File: src/hw/rtl/atrlp_pkg.sv
// ============================================================================
// atrlp_pkg
// Shared types and constants for the AT response line parser.
// ============================================================================
`default_nettype none

package atrlp_pkg;

    localparam int unsigned VALUE_W = 32;
    localparam int unsigned COUNT_W = 16;
    localparam int unsigned CHAR_W  = 8;

    localparam logic [COUNT_W-1:0] POLL_LIMIT_RESET = 16'd10000;

    localparam logic [CHAR_W-1:0] CHAR_CR    = 8'h0D;
    localparam logic [CHAR_W-1:0] CHAR_LF    = 8'h0A;
    localparam logic [CHAR_W-1:0] CHAR_SPACE = 8'h20;
    localparam logic [CHAR_W-1:0] CHAR_TAB   = 8'h09;
    localparam logic [CHAR_W-1:0] CHAR_PLUS  = 8'h2B;
    localparam logic [CHAR_W-1:0] CHAR_MINUS = 8'h2D;
    localparam logic [CHAR_W-1:0] CHAR_ZERO  = 8'h30;
    localparam logic [CHAR_W-1:0] CHAR_NINE  = 8'h39;

    localparam logic [VALUE_W-1:0] U32_MAX = 32'hFFFF_FFFF;
    localparam logic [VALUE_W-1:0] S32_MAX = 32'h7FFF_FFFF;
    localparam logic [VALUE_W-1:0] S32_MIN = 32'h8000_0000;

    typedef enum logic
    {
        KIND_START = 1'b0,
        KIND_POLL  = 1'b1
    } kind_t;

    typedef enum logic [1:0]
    {
        RTYPE_NONE     = 2'd0,
        RTYPE_UNSIGNED = 2'd1,
        RTYPE_SIGNED   = 2'd2,
        RTYPE_FLOAT    = 2'd3
    } rtype_t;

    typedef enum logic [1:0]
    {
        STAT_WAIT      = 2'd0,
        STAT_FOUND     = 2'd1,
        STAT_TIMEOUT   = 2'd2,
        STAT_NOT_ARMED = 2'd3
    } status_t;

    typedef enum logic [1:0]
    {
        LINE_CR     = 2'd0,
        LINE_LF     = 2'd1,
        LINE_GATHER = 2'd2,
        LINE_LF2    = 2'd3
    } line_phase_t;

    typedef enum logic [1:0]
    {
        NUM_SPACE  = 2'd0,
        NUM_SIGN   = 2'd1,
        NUM_DIGITS = 2'd2,
        NUM_DONE   = 2'd3
    } num_phase_t;

    typedef struct packed
    {
        logic              kind;
        logic [1:0]        resp_type;
        logic              rx_valid;
        logic [CHAR_W-1:0] rx_byte;
    } item_t;

    typedef struct packed
    {
        status_t            status;
        logic               value_valid;
        logic [VALUE_W-1:0] value;
    } result_t;

    typedef struct packed
    {
        num_phase_t         phase;
        logic               neg;
        logic [VALUE_W-1:0] acc;
        logic               sat;
    } num_state_t;

    localparam num_state_t NUM_CLEAR = '{NUM_SPACE, 1'b0, '0, 1'b0};

    // Final value of a gathered field for the requested type
    function automatic logic [VALUE_W-1:0] final_value(logic [1:0] rtype, num_state_t num);
        logic [VALUE_W-1:0] negated;
        logic [VALUE_W-1:0] res;
        begin
            negated = VALUE_W'(0) - num.acc;
            if (rtype == RTYPE_UNSIGNED)
            begin
                if (num.sat)
                    res = U32_MAX;
                else
                    res = num.neg ? negated : num.acc;
            end
            else if (num.neg)
            begin
                res = (num.sat || (num.acc > S32_MIN)) ? S32_MIN : negated;
            end
            else
            begin
                res = (num.sat || (num.acc > S32_MAX)) ? S32_MAX : num.acc;
            end
            return res;
        end
    endfunction

endpackage

`default_nettype wire

File: src/hw/rtl/atrlp_in_stage.sv
// ============================================================================
// atrlp_in_stage
// Input request register; holds one request until the engine takes it.
// ============================================================================
`default_nettype none

module atrlp_in_stage
(
    input  wire logic            clk,
    input  wire logic            rst_n,
    input  wire logic            in_valid,
    output logic                 in_ready,
    input  wire atrlp_pkg::item_t in_item,
    input  wire logic            advance,
    output logic                 s1_valid,
    output atrlp_pkg::item_t     s1_item
);

    logic             valid_reg;
    logic             valid_next;
    atrlp_pkg::item_t item_reg;

    assign in_ready = !valid_reg || advance;

    always_comb
    begin
        valid_next = valid_reg;
        if (in_valid && in_ready)
            valid_next = 1'b1;
        else if (advance)
            valid_next = 1'b0;
    end

    always_ff @(posedge clk or negedge rst_n)
    begin
        if (!rst_n)
            valid_reg <= 1'b0;
        else
            valid_reg <= valid_next;
    end

    always_ff @(posedge clk)
    begin
        if (in_valid && in_ready)
            item_reg <= in_item;
    end

    assign s1_valid = valid_reg;
    assign s1_item  = item_reg;

endmodule

`default_nettype wire

File: src/hw/rtl/atrlp_number.sv
// ============================================================================
// atrlp_number
// Decimal text accumulator: one character per request, strtoul style.
// ============================================================================
`default_nettype none

module atrlp_number
(
    input  wire logic [atrlp_pkg::CHAR_W-1:0] ch,
    input  wire atrlp_pkg::num_state_t        cur,
    output atrlp_pkg::num_state_t             nxt
);

    logic                                 is_digit;
    logic                                 is_space;
    logic [atrlp_pkg::VALUE_W-1:0]        digit;
    logic [atrlp_pkg::VALUE_W+3:0]        times_ten;
    atrlp_pkg::num_state_t                with_digit;

    always_comb
    begin
        is_digit = (ch >= atrlp_pkg::CHAR_ZERO) && (ch <= atrlp_pkg::CHAR_NINE);
        is_space = (ch == atrlp_pkg::CHAR_SPACE) ||
                   ((ch >= atrlp_pkg::CHAR_TAB) && (ch <= atrlp_pkg::CHAR_CR));
        digit    = atrlp_pkg::VALUE_W'(ch - atrlp_pkg::CHAR_ZERO);
        // acc*10 + d, four guard bits catch overflow
        times_ten = ({4'b0, cur.acc} << 3) + ({4'b0, cur.acc} << 1)
                  + {4'b0, digit};

        with_digit       = cur;
        with_digit.phase = atrlp_pkg::NUM_DIGITS;
        if (cur.sat || (times_ten[atrlp_pkg::VALUE_W+3:atrlp_pkg::VALUE_W] != 4'd0))
            with_digit.sat = 1'b1;
        else
            with_digit.acc = times_ten[atrlp_pkg::VALUE_W-1:0];

        nxt = cur;
        case (cur.phase)
            atrlp_pkg::NUM_SPACE:
            begin
                if (is_space)
                    nxt = cur;
                else if ((ch == atrlp_pkg::CHAR_PLUS) || (ch == atrlp_pkg::CHAR_MINUS))
                begin
                    nxt.neg   = (ch == atrlp_pkg::CHAR_MINUS);
                    nxt.phase = atrlp_pkg::NUM_SIGN;
                end
                else if (is_digit)
                    nxt = with_digit;
                else
                    nxt.phase = atrlp_pkg::NUM_DONE;
            end
            atrlp_pkg::NUM_SIGN, atrlp_pkg::NUM_DIGITS:
            begin
                if (is_digit)
                    nxt = with_digit;
                else
                    nxt.phase = atrlp_pkg::NUM_DONE;
            end
            default:
            begin
                nxt = cur;
            end
        endcase
    end

endmodule

`default_nettype wire

File: src/hw/rtl/atrlp_engine.sv
// ============================================================================
// atrlp_engine
// Line framing, poll timeout, number state; one request per cycle on fire.
// ============================================================================
`default_nettype none

module atrlp_engine
#(
    parameter int unsigned FIELD_CHARS = 32
)
(
    input  wire logic                          clk,
    input  wire logic                          rst_n,
    input  wire logic                          cfg_we,
    input  wire logic [atrlp_pkg::COUNT_W-1:0] cfg_data,
    input  wire logic                          fire,
    input  wire atrlp_pkg::item_t              item,
    output atrlp_pkg::result_t                 result
);

    localparam logic [atrlp_pkg::CHAR_W-1:0] FIELD_LIMIT = atrlp_pkg::CHAR_W'(FIELD_CHARS);

    logic [atrlp_pkg::COUNT_W-1:0] poll_limit_reg;
    logic                          armed_reg;
    logic                          armed_next;
    atrlp_pkg::line_phase_t        line_reg;
    atrlp_pkg::line_phase_t        line_next;
    logic [1:0]                    type_reg;
    logic [1:0]                    type_next;
    logic [atrlp_pkg::COUNT_W-1:0] poll_reg;
    logic [atrlp_pkg::COUNT_W-1:0] poll_next;
    logic [atrlp_pkg::CHAR_W-1:0]  chars_reg;
    logic [atrlp_pkg::CHAR_W-1:0]  chars_next;
    logic [atrlp_pkg::CHAR_W-1:0]  chars_inc;
    atrlp_pkg::num_state_t         num_reg;
    atrlp_pkg::num_state_t         num_next;
    atrlp_pkg::num_state_t         num_fed;
    logic                          found;

    atrlp_number u_number
    (
        .ch  (item.rx_byte),
        .cur (num_reg),
        .nxt (num_fed)
    );

    always_comb
    begin
        armed_next = armed_reg;
        line_next  = line_reg;
        type_next  = type_reg;
        poll_next  = poll_reg;
        chars_next = chars_reg;
        num_next   = num_reg;
        chars_inc  = chars_reg + atrlp_pkg::CHAR_W'(1);
        found      = 1'b0;
        result     = '{atrlp_pkg::STAT_WAIT, 1'b0, '0};

        if (item.kind == atrlp_pkg::KIND_START)
        begin
            armed_next = 1'b1;
            type_next  = item.resp_type;
            line_next  = atrlp_pkg::LINE_CR;
            poll_next  = '0;
            chars_next = '0;
            num_next   = atrlp_pkg::NUM_CLEAR;
        end
        else if (!armed_reg)
        begin
            result.status = atrlp_pkg::STAT_NOT_ARMED;
        end
        else
        begin
            if (item.rx_valid)
            begin
                case (line_reg)
                    atrlp_pkg::LINE_CR:
                    begin
                        if (item.rx_byte == atrlp_pkg::CHAR_CR)
                            line_next = atrlp_pkg::LINE_LF;
                    end
                    atrlp_pkg::LINE_LF:
                    begin
                        if (item.rx_byte == atrlp_pkg::CHAR_LF)
                        begin
                            line_next  = atrlp_pkg::LINE_GATHER;
                            chars_next = '0;
                            num_next   = atrlp_pkg::NUM_CLEAR;
                        end
                    end
                    atrlp_pkg::LINE_GATHER:
                    begin
                        if (item.rx_byte == atrlp_pkg::CHAR_CR)
                            line_next = atrlp_pkg::LINE_LF2;
                        else
                        begin
                            num_next   = num_fed;
                            chars_next = chars_inc;
                            // field full: restart the line search
                            if (chars_inc >= FIELD_LIMIT)
                                line_next = atrlp_pkg::LINE_CR;
                        end
                    end
                    default:
                    begin
                        found = (item.rx_byte == atrlp_pkg::CHAR_LF);
                    end
                endcase
            end

            if (poll_reg >= poll_limit_reg)
            begin
                result.status = atrlp_pkg::STAT_TIMEOUT;
                armed_next    = 1'b0;
            end
            else
            begin
                poll_next = poll_reg + atrlp_pkg::COUNT_W'(1);
                if (found)
                begin
                    result.status = atrlp_pkg::STAT_FOUND;
                    armed_next    = 1'b0;
                    if ((type_reg == atrlp_pkg::RTYPE_UNSIGNED) ||
                        (type_reg == atrlp_pkg::RTYPE_SIGNED))
                    begin
                        result.value_valid = 1'b1;
                        result.value       = atrlp_pkg::final_value(type_reg, num_reg);
                    end
                end
            end
        end
    end

    always_ff @(posedge clk or negedge rst_n)
    begin
        if (!rst_n)
        begin
            poll_limit_reg <= atrlp_pkg::POLL_LIMIT_RESET;
            armed_reg      <= 1'b0;
            line_reg       <= atrlp_pkg::LINE_CR;
            type_reg       <= atrlp_pkg::RTYPE_NONE;
            poll_reg       <= '0;
            chars_reg      <= '0;
            num_reg        <= atrlp_pkg::NUM_CLEAR;
        end
        else
        begin
            if (cfg_we)
                poll_limit_reg <= cfg_data;
            if (fire)
            begin
                armed_reg <= armed_next;
                line_reg  <= line_next;
                type_reg  <= type_next;
                poll_reg  <= poll_next;
                chars_reg <= chars_next;
                num_reg   <= num_next;
            end
        end
    end

endmodule

`default_nettype wire

File: src/hw/rtl/at_response_line_parser_core.sv
// Result path: input register, then parse logic into the result register.
// Throughput: one request per cycle unless a stalled result holds the flow;
// a new request is taken into the input register while a result waits.
// Reset: asynchronous, active low; parser disarmed, poll_limit returns to 10000.
// ============================================================================
// at_response_line_parser_core
// AT response line parser: CR/LF framing, decimal field parse, poll timeout.
// ============================================================================
`default_nettype none

module at_response_line_parser_core
#(
    parameter int unsigned FIELD_CHARS = 32
)
(
    input  wire logic        clk,
    input  wire logic        rst_n,
    input  wire logic        cfg_valid,
    output logic             cfg_ready,
    input  wire logic [15:0] cfg_data,
    input  wire logic        in_valid,
    output logic             in_ready,
    input  wire logic        kind,
    input  wire logic [1:0]  resp_type,
    input  wire logic        rx_valid,
    input  wire logic [7:0]  rx_byte,
    output logic             out_valid,
    input  wire logic        out_ready,
    output logic [1:0]       status,
    output logic             value_valid,
    output logic [31:0]      value
);

    atrlp_pkg::item_t   in_item;
    atrlp_pkg::item_t   s1_item;
    atrlp_pkg::result_t eng_result;
    atrlp_pkg::result_t result_reg;
    logic               s1_valid;
    logic               advance;
    logic               out_valid_reg;
    logic               out_valid_next;

    assign cfg_ready = 1'b1;

    assign in_item = '{kind, resp_type, rx_valid, rx_byte};
    assign advance = s1_valid && (!out_valid_reg || out_ready);

    atrlp_in_stage u_in_stage
    (
        .clk      (clk),
        .rst_n    (rst_n),
        .in_valid (in_valid),
        .in_ready (in_ready),
        .in_item  (in_item),
        .advance  (advance),
        .s1_valid (s1_valid),
        .s1_item  (s1_item)
    );

    atrlp_engine #(.FIELD_CHARS(FIELD_CHARS)) u_engine
    (
        .clk      (clk),
        .rst_n    (rst_n),
        .cfg_we   (cfg_valid && cfg_ready),
        .cfg_data (cfg_data),
        .fire     (advance),
        .item     (s1_item),
        .result   (eng_result)
    );

    always_comb
    begin
        out_valid_next = out_valid_reg;
        if (advance)
            out_valid_next = 1'b1;
        else if (out_ready)
            out_valid_next = 1'b0;
    end

    always_ff @(posedge clk or negedge rst_n)
    begin
        if (!rst_n)
            out_valid_reg <= 1'b0;
        else
            out_valid_reg <= out_valid_next;
    end

    always_ff @(posedge clk)
    begin
        if (advance)
            result_reg <= eng_result;
    end

    assign out_valid   = out_valid_reg;
    assign status      = result_reg.status;
    assign value_valid = result_reg.value_valid;
    assign value       = result_reg.value;

endmodule

`default_nettype wire

File: config.mk
export PLATFORM = sky130hd
export DESIGN_NAME = at_response_line_parser_core
export DESIGN_NICKNAME = d
export VERILOG_FILES = /design/src/hw/rtl/atrlp_pkg.sv /design/src/hw/rtl/atrlp_in_stage.sv /design/src/hw/rtl/atrlp_number.sv /design/src/hw/rtl/atrlp_engine.sv /design/src/hw/rtl/at_response_line_parser_core.sv
export SDC_FILE = /design/constraint.sdc
export NUM_CORES = 1
export LEC_CHECK = 0
export BUFFER_PORTS_ARGS = -buffer_cell sky130_fd_sc_hd__buf_2
export CORE_ASPECT_RATIO = 1.25
export CORE_MARGIN = 3
export CORE_UTILIZATION = 40
export DETAILED_ROUTE_END_ITERATION = 8
export GPL_TIMING_DRIVEN = 0
export PLACE_DENSITY_LB_ADDON = 0.25
export REMOVE_ABC_BUFFERS = 1
export SLEW_MARGIN = 0
export SYNTH_ARGS = -nofsm -noshare
export SYNTH_HDL_FRONTEND = slang
export SYNTH_SLANG_ARGS = --single-unit
File: constraint.sdc
create_clock -name clk -period 7.8 [get_ports clk]
set_clock_uncertainty 0.15 [all_clocks]
set_input_delay 1.17 -clock clk [delete_from_list [all_inputs] [get_ports clk]]
set_output_delay 1.17 -clock clk [all_outputs]
set_load 0.02 [all_outputs]
# After elaboration in Yosys (flattened, before gate mapping)
# Index checks and enable logic that the tools add are counted.
[totals] reg_bits=130 in_bits=33
[classes] n_addsub=6 order_cmp=8 eq_ne=23 mux=53 n_bitwise=4 n_reduce_logical=29
[ops] op="two-way mux 32 bit" count=7
[ops] op="two-way mux 36 bit" count=6
[ops] op="case mux 36 bit (2 select lines)" count=2
[ops] op="two-way mux 33 bit" count=3
[ops] op="two-way mux 16 bit" count=3
[ops] op="two-way mux 8 bit" count=5
[ops] op="adder 35 x 33 -> 36 bit" count=1
[ops] op="adder 36 x 32 -> 36 bit" count=1
[ops] op="two-way mux 34 bit" count=1
[ops] op="greater-than comparator 32 x 31 -> 1 bit (second input constant)" count=1
[ops] op="greater-than comparator 32 bit (second input constant)" count=1
[ops] op="subtractor 1 x 32 -> 32 bit (first input constant)" count=1
[ops] op="== test 8 x 6 -> 1 bit (second input constant)" count=3
[ops] op="two-way mux 2 bit" count=9
[ops] op="adder 16 x 1 -> 16 bit (second input constant)" count=1
[ops] op="== test 8 x 4 -> 1 bit (second input constant)" count=2
[ops] op=">= comparator 16 bit" count=1
[ops] op=">= comparator 8 x 6 -> 1 bit (second input constant)" count=2
[ops] op="case mux 8 bit (2 select lines)" count=1
[ops] op="two-way mux 1 bit" count=14
[ops] op="!= test 4 bit (second input constant)" count=3
[ops] op="AND reduction 9 bit" count=1
[ops] op="subtractor 8 x 6 -> 9 bit (second input constant)" count=1
[ops] op="adder 8 x 1 -> 8 bit (second input constant)" count=1
[ops] op="30 further kinds" count=52

# Logic depth before layout (Yosys ltp)
[logic_depth] ltp_word=14 ltp_mapped=16

# By module
# From an unflattened synthesis, not the netlist that was laid out.
[unflattened] hier_cells=1199 area_unflattened_um2=10538.9
[by_module_without_submodules] mod="atrlp_engine" instances=1 cells_each=634 area_per_inst_um2=5266.3 seq_area_each_um2=2033.2
[by_module_without_submodules] mod="atrlp_number" instances=1 cells_each=508 area_per_inst_um2=3752.3 seq_area_each_um2=0.0
[by_module_without_submodules] mod="at_response_line_parser_core" instances=1 cells_each=41 area_per_inst_um2=1106.1 seq_area_each_um2=1076.0
[by_module_without_submodules] mod="atrlp_in_stage" instances=1 cells_each=16 area_per_inst_um2=414.1 seq_area_each_um2=385.4

# Worst setup path before layout
# Ideal clock, no wire load.
[synth_path] path_type="flip-flop to flip-flop" start="register u_in_stage.item_reg, in the netlist u_in_stage.s1_item[4]" end="register u_engine.num_reg[10] in the netlist's numbering" t_arrival_ps=5978 path_slack_ps=1550 stages_incl_launch_ff=16 n_path_buf=2 synth_period_minus_slack_ps=6250 cell_sequence="edfxtp_1 -> ha_1 -> nor3_1 -> fa_1 -> ha_1 -> clkbuf_1 -> nand3_1 -> nor4_1 -> nand2_1 -> o221ai_1 -> nor2_1 -> xnor2_1 -> nor4_2 -> nand2b_1 -> clkbuf_1 -> a32o_1"
[synth_via] elab_chain_cells=14
[synth_lines] item="start: declaration" line="atrlp_in_stage.sv:21" rtl="atrlp_pkg::item_t item_reg;"
[synth_lines] item="start signal: assignment" line="atrlp_in_stage.sv:45" rtl="item_reg <= in_item;"
[synth_lines] item="subtractor 8 x 6 -> 9 bit" line="atrlp_number.sv:25" rtl="digit = atrlp_pkg::VALUE_W'(ch - atrlp_pkg::CHAR_ZERO);"
[synth_lines] item="adder 36 x 32 -> 36 bit" line="atrlp_number.sv:28" rtl="+ {4'b0, digit};"
[synth_lines] item="nonzero test 4 bit" line="atrlp_number.sv:32" rtl="if (cur.sat || (times_ten[atrlp_pkg::VALUE_W+3:atrlp_pkg::VALUE_W] != 4'd0))"
[synth_lines] item="logical OR 1 bit" line="atrlp_number.sv:32"
[synth_lines] item="two-way mux 32 bit" line="atrlp_number.sv:32"
[synth_lines] item="two-way mux 33 bit" line="atrlp_number.sv:48, atrlp_number.sv:55"
[synth_lines] item="two-way mux 33 bit" line="atrlp_number.sv:43" rtl="else if ((ch == atrlp_pkg::CHAR_PLUS) || (ch == atrlp_pkg::CHAR_MINUS))"
[synth_lines] item="two-way mux 36 bit" line="atrlp_number.sv:41" rtl="if (is_space)"
[synth_lines] item="case mux 36 bit (2 select lines)" line="atrlp_number.sv:38" rtl="case (cur.phase)"
[synth_lines] item="two-way mux 36 bit" line="atrlp_engine.sv:93" rtl="if (item.rx_byte == atrlp_pkg::CHAR_CR)"
[synth_lines] item="case mux 36 bit (2 select lines)" line="atrlp_engine.sv:76" rtl="case (line_reg)"
[synth_lines] item="two-way mux 36 bit" line="atrlp_engine.sv:74" rtl="if (item.rx_valid)"
[synth_lines] item="two-way mux 36 bit" line="atrlp_engine.sv:68" rtl="else if (!armed_reg)"
[synth_lines] item="two-way mux 36 bit" line="atrlp_engine.sv:59" rtl="if (item.kind == atrlp_pkg::KIND_START)"
[synth_lines] item="end signal: assignment" line="atrlp_engine.sv:144" rtl="num_reg <= atrlp_pkg::NUM_CLEAR;"
[synth_lines] item="end signal: assignment" line="atrlp_engine.sv:157" rtl="num_reg <= num_next;"
[synth_lines] item="end: declaration" line="atrlp_engine.sv:35" rtl="atrlp_pkg::num_state_t num_reg;"
# Several ways; a longest one is shown, not always the timed one. The select of a mux whose other input is x is not followed.
# A chain may end at the register's enable or synchronous reset.

# Worst setup path after layout
[layout_path] start="register u_in_stage.item_reg, in the netlist u_in_stage.s1_item[4]" end="register u_engine.num_reg[8] in the netlist's numbering"
# The elaborated chain is that of the path after synthesis.

==> metrics.cfg <==
[cts]
htree_levels=4
cts_hold_buffers=0
cts-root-buf=clkbuf_16
cts_buffer_depth=2
post_cts_resized=0
cts_buffers=17
tritoncts=built
insertion_delay_ns=0.43
post-cts-setup-buffer-count=0
clock-sinks=130
path_clk_slew_ns=0.07

[route]
dr_wl_met2_um=10650
route.detailed.drc=0
num_vias=7376
drt_wl_total_um=21220
wl_met3_um=689
wire_per_inst_um=16.15
wl_met1_um=9393
ant_nets=0
drtPass1Iterations=5
viasPerCell=5.613
top_layer=met4
drt_iter0_drc=353

[logic_synthesis]
synth_edf_count=47
synth-xor-area-share=0.06526
synth_commonest_cells=nand2_1 (93), dfrtp_1 (78), o21ai_0 (68)
synth-compound-area-share=0.1984
syn-instance-count=971
synthTopCellsByArea=dfrtp_1 (21%), edfxtp_1 (15%), ha_1 (8.6%), fa_1 (6.5%), xnor2_1 (4.3%)
synth_top_area_frac=0.2108
synth_seq_cells=130
yosys.area_share.simple=0.1538
yosys_warnings=0
synth_top_family_by_area=compound AO/OA/AOI/OAI gates
async_reset_ff_frac=0.6385
synth_area_um2=9260
yosysTopAreaCell=dfrtp_1
synth_cell_types=64
synthFlopType=dfrtp_1
synth.most_common_cell=nand2_1
synth_fa_ha_area_frac=0.1513
ys_seq_area_frac=0.3774
syn_area_per_cell_um2=9.537
synth.area.mux_share=0.004594

[pwr]
power_density_nw_per_um2=193.9
p_total_mw=2.018
p_leak_nw=4.566
peakVddDrop_v=0.0001657

[final_layout]
antenna_cells=0
largest_reg_flops=36
drive_gt1_frac=0.1261
n_fill_cell=2139
fin_nets=1145
seqCellArea_um2=3495
multi_input_comb_area_um2=5324
area_delta_synth_final_pct=12.42
final_util=0.4624

[placed_design]
place_hpwl_um=15810
gp_congestion=0.8875
io_buffer_count=69
dp_slack_ns=1.809

[job]
drv_cap=0

[sta]
rsz0062_at_grt=no
hold_viol=0
holdWs_ns=0.3123
fin_crit_sh=0.7682
timing.slew.headroom=0.08850
finalSetupViolCount=0
period_minus_slack_ns=5.992
max_freq_mhz=166.9
maxSlewViolCount=0
setup_slack_ns=1.808
worst_pin_slew_ns=1.367

[floorplan]
die_w_um=142.1
die-area_um2=25020
fp.coreArea_um2=22520
rows=61
start_util=0.4113
die_y_um=176.1
io_pins=71

[outcome]
status=completed

[global_routing]
grt_max_degree=58
antenna_found_initial=0
grtUsageTotal=0.1758
grt_pass1_vias=7298
grt_pass1_wl_um=35970
grt-ovfl-total=0

[worst_setup_path]
worst-path-max-fanout=31
critPathKind=reg -> reg
worstSetupEndpointType=flop
r2r_cells=15
rrSetupSlack_ns=1.81
reg2reg_from=u_in_stage.s1_item[4]$_DFFE_PP_
startpoint_type=flop
cp_data_required_time_ns=7.96
r2r_end=u_engine.num_reg[8]$_DFFE_PN0P_
worstPathArrival_ns=6.15
crit_start=u_in_stage.s1_item[4]$_DFFE_PP_

[worst_hold_path]
holdPathEnd=u_engine.type_reg[1]$_DFFE_PN0P_
hp-start=u_in_stage.s1_item[10]$_DFFE_PP_
hp-class=reg -> reg
holdPathStages=2

-- placed cells by master (no fill, tap or decap), types with 4 or more instances in the layout --
| master | n |
|---|---|
| dfstp_2 | 5 |
| o21bai_1 | 7 |
| or2_2 | 4 |
| o211ai_1 | 9 |
| dfrtp_1 | 78 |
| inv_1 | 65 |
| buf_2 | 68 |
| o21ai_1 | 5 |
| a32o_1 | 32 |
| nand2_1 | 93 |
| o21ai_0 | 68 |
| o31ai_1 | 16 |
| nand2b_1 | 10 |
| edfxtp_1 | 47 |
| nand4_1 | 20 |
| a21oi_1 | 63 |
| clkbuf_16 | 18 |
| nor2b_1 | 7 |
| a211oi_1 | 16 |
| o41ai_1 | 5 |
| a41oi_1 | 4 |
| or3_1 | 12 |
| nor2_1 | 50 |
| nor3_1 | 22 |
| xor2_1 | 24 |
| xnor2_1 | 45 |
| ha_1 | 64 |
| a221oi_1 | 8 |
| a31oi_1 | 5 |
| inv_6 | 4 |
| nand3_1 | 25 |
| fa_1 | 30 |
| and3_1 | 13 |
| a21o_1 | 13 |
| nor4_1 | 14 |
-- where the power goes --
group          switching, mW  internal (mW)  leakage [nW]
combinational          0.302          0.164          2.73
clock                  0.330          0.428         0.267
sequential            0.0382          0.757          1.57
total                  0.670           1.35          4.57
-- worst max-delay path by stage --
stage / to / slack (ns) / depth (start not counted)
after floorplan: u_engine.num_reg[32]$_DFFE_PN0P_ / 0.94 / 13
after global placement: u_engine.num_reg[32]$_DFFE_PN0P_ / -1.35 / 13
after detailed placement: u_engine.num_reg[14]$_DFFE_PN0P_ / 1.81 / 15
after CTS: u_engine.num_reg[14]$_DFFE_PN0P_ / 1.79 / 15
after global routing: u_engine.num_reg[8]$_DFFE_PN0P_ / 1.47 / 15
final: u_engine.num_reg[8]$_DFFE_PN0P_ / 1.81 / 15
-- per-stage QoR --
stage / TNS (ns) / instance area, µm² / instances
final: 0 / 10410 / 1314
after global routing: 0 / 10410 / 1314
after CTS: 0 / 10410 / 1314
after detailed placement: 0 / 9856 / 1282
after floorplan: 0 / 9055 / 924
after global placement: -41.05 / 9754 / 1276
-- routing by layer --
metal,up-vias,global-route usage
li1,3657,-
met1,3518,0.2191
met2,164,0.3077
met3,37,0.02601
met4,0,0.06400
met5,-,0
-- critical path: stages, from the launching register on --
cell and delay [ns]:
edfxtp_1 0.46, ha_1 0.30, nor3_2 0.51, buf_6 0.26, buf_6 0.19, fa_1 0.43
ha_1 0.45, nand4_1 0.24, nor4_1 0.55, a221oi_1 0.15, o21ai_0 0.17, a32o_1 0.17
a21oi_1 0.05, nor4_2 0.43, nand2b_1 0.81, a32o_1 0.55
-- area by class of cell --
class / instances / area share
repair buffers: 75 / 0.04183
inverters: 66 / 0.02380
clock inverters: 14 / 0.009976
clock buffers: 18 / 0.04327
multi-input cells: 728 / 0.5114
well taps: 283 / 0.03401
flip-flops and latches: 130 / 0.3357
-- cells by family (layout without fill, tap and decap cells) --
family                     Yosys count  count (layout)
buffers and inverters              113             173
AOI/OAI and AO/OA                  272             272
other                                1               1
and+or+nand+nor                    288             288
xor gates and xnor gates            69              69
adders and majority gates           94              94
muxes                                4               4
DFF                                130             130
Power figures use the tool's default switching activity.
